$ cat config.mk
export PLATFORM = sky130hd
export DESIGN_NAME = rdai_controller
export DESIGN_NICKNAME = d
export VERILOG_FILES = /design/src/sv/ring_deque_index_access_macros.svh /design/src/sv/rdai_pkg.sv /design/src/sv/rdai_controller.sv
export SDC_FILE = /design/constraint.sdc
export NUM_CORES = 1
export LEC_CHECK = 0
export ABC_CLOCK_PERIOD_IN_PS = 1300
export BUFFER_PORTS_ARGS = -buffer_cell sky130_fd_sc_hd__buf_4
export CELL_PAD_IN_SITES_DETAIL_PLACEMENT = 1
export CELL_PAD_IN_SITES_GLOBAL_PLACEMENT = 2
export CORE_MARGIN = 1.5
export CORE_UTILIZATION = 19
export CTS_CLUSTER_SIZE = 28
export DETAILED_ROUTE_END_ITERATION = 7
export MAX_ROUTING_LAYER = met4
export PLACE_DENSITY = 0.7
export SLEW_MARGIN = 20
export SYNTH_ARGS = -nofsm -noshare
export SYNTH_HDL_FRONTEND = slang
export SYNTH_SLANG_ARGS = --single-unit
export TNS_END_PERCENT = 30
$ cat constraint.sdc
create_clock -name clk -period 1.3 [get_ports clk]
set_clock_uncertainty 0.05 [all_clocks]
set_input_delay 0.065 -clock clk [delete_from_list [all_inputs] [get_ports clk]]
set_output_delay 0.065 -clock clk [all_outputs]
set_load 0.01 [all_outputs]
$ cat src/sv/ring_deque_index_access_macros.svh
// Assertion macros shared by the ring deque block.
`ifndef RING_DEQUE_INDEX_ACCESS_MACROS_SVH
`define RING_DEQUE_INDEX_ACCESS_MACROS_SVH
`ifndef SYNTHESIS
`define RDAI_ASSERT_SAME(lbl, ante, cons) \
  lbl: assert property (@(posedge clk) disable iff (rst) (ante) |-> (cons)) \
    else $error("rdai: same-cycle check failed");
`define RDAI_ASSERT_NEXT(lbl, ante, cons) \
  lbl: assert property (@(posedge clk) disable iff (rst) (ante) |=> (cons)) \
    else $error("rdai: next-cycle check failed");
`else
`define RDAI_ASSERT_SAME(lbl, ante, cons)
`define RDAI_ASSERT_NEXT(lbl, ante, cons)
`endif
`endif

$ cat src/sv/rdai_pkg.sv
// Package with constants, types and helpers of the ring deque block.
`timescale 1ns / 1ps
package rdai_pkg;

  localparam int DEPTH      = 1024;
  localparam int ADDR_W     = $clog2(DEPTH);
  localparam int CNT_W      = ADDR_W + 1;
  localparam int DATA_W     = 32;
  localparam int IDX_W      = 10;
  localparam int HEAD_W     = 10;
  localparam int LEN_W      = 11;
  localparam int CMD_W      = 3;
  localparam int CFG_IDX_W  = 1;
  localparam int CFG_DATA_W = 11;
  localparam int SUM_W      = (ADDR_W > IDX_W) ? ADDR_W : IDX_W;

  typedef enum logic [CMD_W-1:0] {
    CMD_GET    = 3'd0,
    CMD_SET    = 3'd1,
    CMD_SWAP   = 3'd2,
    CMD_SORTED = 3'd3,
    CMD_MAX    = 3'd4
  } cmd_t;

  typedef enum logic [CFG_IDX_W-1:0] {
    REG_HEAD_OFFSET = 1'b0,
    REG_USED_LENGTH = 1'b1
  } cfg_reg_t;

  typedef enum logic [3:0] {
    ST_CLEAR,
    ST_IDLE,
    ST_DECODE,
    ST_READ_A,
    ST_READ_B,
    ST_WRITE_A,
    ST_WRITE_B,
    ST_WRITE_SET,
    ST_SCAN,
    ST_DRAIN,
    ST_FINISH
  } state_t;

  typedef struct packed {
    logic in_ready;
    logic clearing;
    logic load_item;
    logic clr_wr;
    logic rd_a;
    logic rd_b;
    logic hold_a;
    logic wr_a;
    logic wr_b;
    logic wr_set;
    logic scan_rd;
    logic res_load;
  } ctl_t;

  typedef struct packed {
    logic [CMD_W-1:0] command;
    logic             err_a;
    logic             err_swap;
    logic             scan_empty;
    logic             scan_last;
    logic             clear_last;
    logic             out_free;
  } sts_t;

  function automatic logic [ADDR_W-1:0] slot_of(input logic [HEAD_W-1:0] head,
                                                 input logic [SUM_W-1:0] logical);
    logic [SUM_W-1:0] sum;
    sum = SUM_W'(head) + logical;
    return sum[ADDR_W-1:0];
  endfunction

endpackage

$ cat src/sv/rdai_controller.sv
// Controller state machine of the ring deque block.
`timescale 1ns / 1ps
module rdai_controller (
  input  logic           clk,
  input  logic           rst,
  input  logic           cmd_valid,
  input  rdai_pkg::sts_t sts,
  output rdai_pkg::ctl_t ctl
);

  rdai_pkg::state_t state;
  rdai_pkg::state_t state_next;

  always_ff @(posedge clk) begin
    if (rst) begin
      state <= rdai_pkg::ST_CLEAR;
    end else begin
      state <= state_next;
    end
  end

  always_comb begin
    state_next = state;
    ctl        = '0;
    case (state)
      rdai_pkg::ST_CLEAR: begin
        ctl.clearing = 1'b1;
        ctl.clr_wr   = 1'b1;
        if (sts.clear_last) begin
          state_next = rdai_pkg::ST_IDLE;
        end
      end
      rdai_pkg::ST_IDLE: begin
        ctl.in_ready = 1'b1;
        if (cmd_valid) begin
          ctl.load_item = 1'b1;
          state_next    = rdai_pkg::ST_DECODE;
        end
      end
      rdai_pkg::ST_DECODE: begin
        case (sts.command)
          rdai_pkg::CMD_GET:
            state_next = sts.err_a ? rdai_pkg::ST_FINISH : rdai_pkg::ST_READ_A;
          rdai_pkg::CMD_SET:
            state_next = sts.err_a ? rdai_pkg::ST_FINISH : rdai_pkg::ST_WRITE_SET;
          rdai_pkg::CMD_SWAP:
            state_next = sts.err_swap ? rdai_pkg::ST_FINISH : rdai_pkg::ST_READ_A;
          rdai_pkg::CMD_SORTED, rdai_pkg::CMD_MAX:
            state_next = sts.scan_empty ? rdai_pkg::ST_FINISH : rdai_pkg::ST_SCAN;
          default:
            state_next = rdai_pkg::ST_FINISH;
        endcase
      end
      rdai_pkg::ST_READ_A: begin
        ctl.rd_a   = 1'b1;
        state_next = (sts.command == rdai_pkg::CMD_SWAP) ? rdai_pkg::ST_READ_B
                                                         : rdai_pkg::ST_FINISH;
      end
      rdai_pkg::ST_READ_B: begin
        ctl.rd_b   = 1'b1;
        ctl.hold_a = 1'b1;
        state_next = rdai_pkg::ST_WRITE_A;
      end
      rdai_pkg::ST_WRITE_A: begin
        ctl.wr_a   = 1'b1;
        state_next = rdai_pkg::ST_WRITE_B;
      end
      rdai_pkg::ST_WRITE_B: begin
        ctl.wr_b   = 1'b1;
        state_next = rdai_pkg::ST_FINISH;
      end
      rdai_pkg::ST_WRITE_SET: begin
        ctl.wr_set = 1'b1;
        state_next = rdai_pkg::ST_FINISH;
      end
      rdai_pkg::ST_SCAN: begin
        ctl.scan_rd = 1'b1;
        if (sts.scan_last) begin
          state_next = rdai_pkg::ST_DRAIN;
        end
      end
      rdai_pkg::ST_DRAIN: begin
        state_next = rdai_pkg::ST_FINISH;
      end
      rdai_pkg::ST_FINISH: begin
        if (sts.out_free) begin
          ctl.res_load = 1'b1;
          state_next   = rdai_pkg::ST_IDLE;
        end
      end
      default: begin
        state_next = rdai_pkg::ST_IDLE;
      end
    endcase
  end

endmodule
==> reports/qor.csv <==
stage,metric,value,unit
cells_and_area,biggest regs,state: 4 flops,
synth,cell area after synthesis,456.7,um2
critical_path,most frequent CP cell,buf_6,
clock_tree,Clock Path Buffers,2,
cells_and_area,Antenna Cells,0,
critical_path,Setup crit end kind,output pin,
timing,final setup margin,-169.5,ps
synth,"Avg Cell Area, Syn",7.136,um2
floorplanning,# rows,17,
global_routing,GRT Overall Usage,13.21,%
critical_path,Setup CP Type,flip-flop to output pin,
synth,Async SR Flop Fraction,0,%
routing,Routed Antenna Nets,0,
status,failing checks,setup timing,
cells_and_area,"commonest non-fill, non-tap cell in the layout",buf_4,
power,clock share of power,17.2,%
routing,WL final,1.663,mm
critical_path,CP max-delay cell,dfxtp_2,
routing,vias,623,
critical_path,worst-path cell chain,buf_6 -> or2_4 -> buf_6 -> nor2_4 -> and2_4 -> buf_6,
synth,Syn. warnings,0,
job,# Max-Cap Violations,0,
cells_and_area,share of cells above drive strength 1,71.96,%
synth,Syn Nets,76,
power,pwr/cell area,919.8,nW/um2
clock_tree,CTS tree,built,
placement,GP Congestion,0.7787,
power,Tot Pwr,896.5,uW
timing,worst slew pin tran,418.2,ps
critical_path,cell family with most CP delay,simple AND/OR/NAND/NOR gates,
floorplanning,die width,52.03,um
routing,DRT iter0 DRCs,3,
timing,RSZ-0062 raised after global routing,true,
power,worst vdd ir,0.0006037,V
clock_tree,H-tree Lvls,1,
power,Sw Share,35.95,%
power,Logic pwr share,65.0,%
global_routing,first-pass GRT wire length,2.608,mm
floorplanning,height of the die,52.03,um
power,switching power total,322.3,uW
timing,crit share post-route,113.0,%
power,LEAKAGE,0.4145,nW
synth,register bit total from synthesis,4,
min_path,worst min-delay path class,input pin to flip-flop,
floorplanning,core area,2233,um2
cells_and_area,Area Overhead vs Synth,113.4,%
synth,Netlist cell types,33,
cells_and_area,max reg flops,4,
clock_tree,clock sinks,4,
routing,DR WL/cell,12.32,um
global_routing,total gr overflow,0,
placement,post-DP HPWL,1.342,mm
placement,PortBufs,23,
critical_path,CP peak stage delay,320,ps
routing,Pre-antenna DRT Iters,3,
floorplanning,Initial Utilization,20.45,%
cells_and_area,fillers,286,
critical_path,Crit path required time,1190,ps
routing,DR DRC count,0,
cells_and_area,largest register by flop count,state,
timing,Highest Clock Rate,680.5,MHz
clock_tree,Clock transition at path regs,40,ps
routing,mean number of vias per cell,4.615,
clock_tree,CTS Buf Count,3,
timing,Slew HR,72.05,%
timing,fin. max-slew vios,0,
status,status,"complete, but fails checks",
timing,Final Hold Viols,0,
timing,final setup vio count,14,
critical_path,Crit path arrival time,1350,ps
timing,min Tclk post-route,1470,ps
critical_path,CP bufs+invs,3,
global_routing,vias in the first global route,591,
synth,sequential share of the synthesized area,17.53,%
cells_and_area,"commonest cells after routing, fill and taps aside","36 x buf_4, 9 x buf_6, 6 x nor3_2, 5 x nor2_1",
synth,Post-synth EDFFs,0,
floorplanning,die area,2707,um2
floorplanning,IO Pins,24,
timing,minimum hold slack,115.2,ps
cells_and_area,Final #Nets,121,
global_routing,largest net degree at the start of global routing,10,
synth,Post-Synthesis Cells,64,
critical_path,startpoint types,flip-flop,
clock_tree,Clock Latency Late Sink,240,ps
synth,dominant register cell in the synthesized netlist,dfxtp_1,
global_routing,antenna violations before repair,0,
clock_tree,root buf cell,clkbuf_4,
power,sequential power share,17.8,%
power,internal power,574.2,uW
critical_path,crit-path max FO,4,
==> synthesized netlist by cell type (2+ instances only) <==
master / count / area (um2)
a211oi_2: 2 / 25.02
a21oi_1: 5 / 25.02
buf_2: 4 / 20.02
buf_4: 2 / 15.01
dfxtp_1: 4 / 80.08
inv_1: 5 / 18.77
nand2_1: 4 / 15.01
nand2b_1: 3 / 18.77
nor2_1: 7 / 26.28
nor3_1: 5 / 25.02
==> power groups by stage <==
stage | logic, mW | clock network (mW) | registers [mW]
finish | 0.582 | 0.154 | 0.160
global route | 0.627 | 0.166 | 0.161
CTS | 0.530 | 0.162 | 0.154
detailed placement | 0.448 | 0 | 0.154
global placement | 0.442 | 0 | 0.153
floorplan | 0.236 | 0 | 0.151
==> cell type report <==
type | count | area (um2) | share of cell area (%)
inverters | 5 | 21.27 | 2.182
well taps | 28 | 35.03 | 3.594
repair buffers | 46 | 381.6 | 39.15
flip-flops and latches | 4 | 85.08 | 8.729
multi-input cells | 49 | 429.2 | 44.03
clock buffers | 3 | 22.52 | 2.311
==> cell families (layout without fill, tap and decap cells) <==
logic type	after synthesis	after routing	synth area share (%)
buffers and inverters	11	54	11.78
AOI/OAI and AO/OA	15	15	25.76
DFF	4	4	17.53
and+or+nand+nor	34	34	44.94
==> tightest hold or removal path: stages <==
cell      delay [ps]
buf_4            100
a211oi_2          80
nand2_1           60
a21oi_1           50
==> stage by stage <==
stage | util (%) | TNS [ps] | std cells | setup slack, ps | cell area (um2)
after floorplan | - | -232.6 | 64 | -116.2 | 466.7
after global placement | 34.68 | -573.7 | 127 | -161.2 | 774.5
after detailed placement | 34.68 | -795.8 | 127 | -217.6 | 774.5
after CTS | 40.06 | -1687 | 135 | -176.2 | 894.6
after global routing | 43.64 | -2019 | 135 | -214.0 | 974.7
final | 43.64 | -1202 | 135 | -169.5 | 974.7
==> layer usage <==
metal | routed length, um | track usage [%] | part of all wire, % | up-vias
li1 | - | - | - | 319
met1 | 782 | 18.20 | 47 | 282
met2 | 767 | 19.20 | 46 | 19
met3 | 83 | 0.8621 | 5.0 | 3
met4 | 29 | 7.018 | 1.7 | 0
met5 | 0 | - | 0 | -
==> path summary, 6_finish.rpt <==
check / depth (start not counted) / end / from / slack [ps]
setup / recovery: 6 / ctl[9] / state[1] / -170
hold / removal: 4 / state[0] / cmd_valid / 120
setup reg to reg: 5 / state[1] / state[1] / -140
hold reg to reg: 3 / state[0] / state[0] / 560
==> timing repair <==
action	in CTS	in global routing
setup buffers	4	0
hold buffers	1	0
resized for setup	19	17
setup endpoints to repair	16	16
pin swaps	6	4
hold endpoints to repair	4	0
Power figures use the tool's default switching activity.
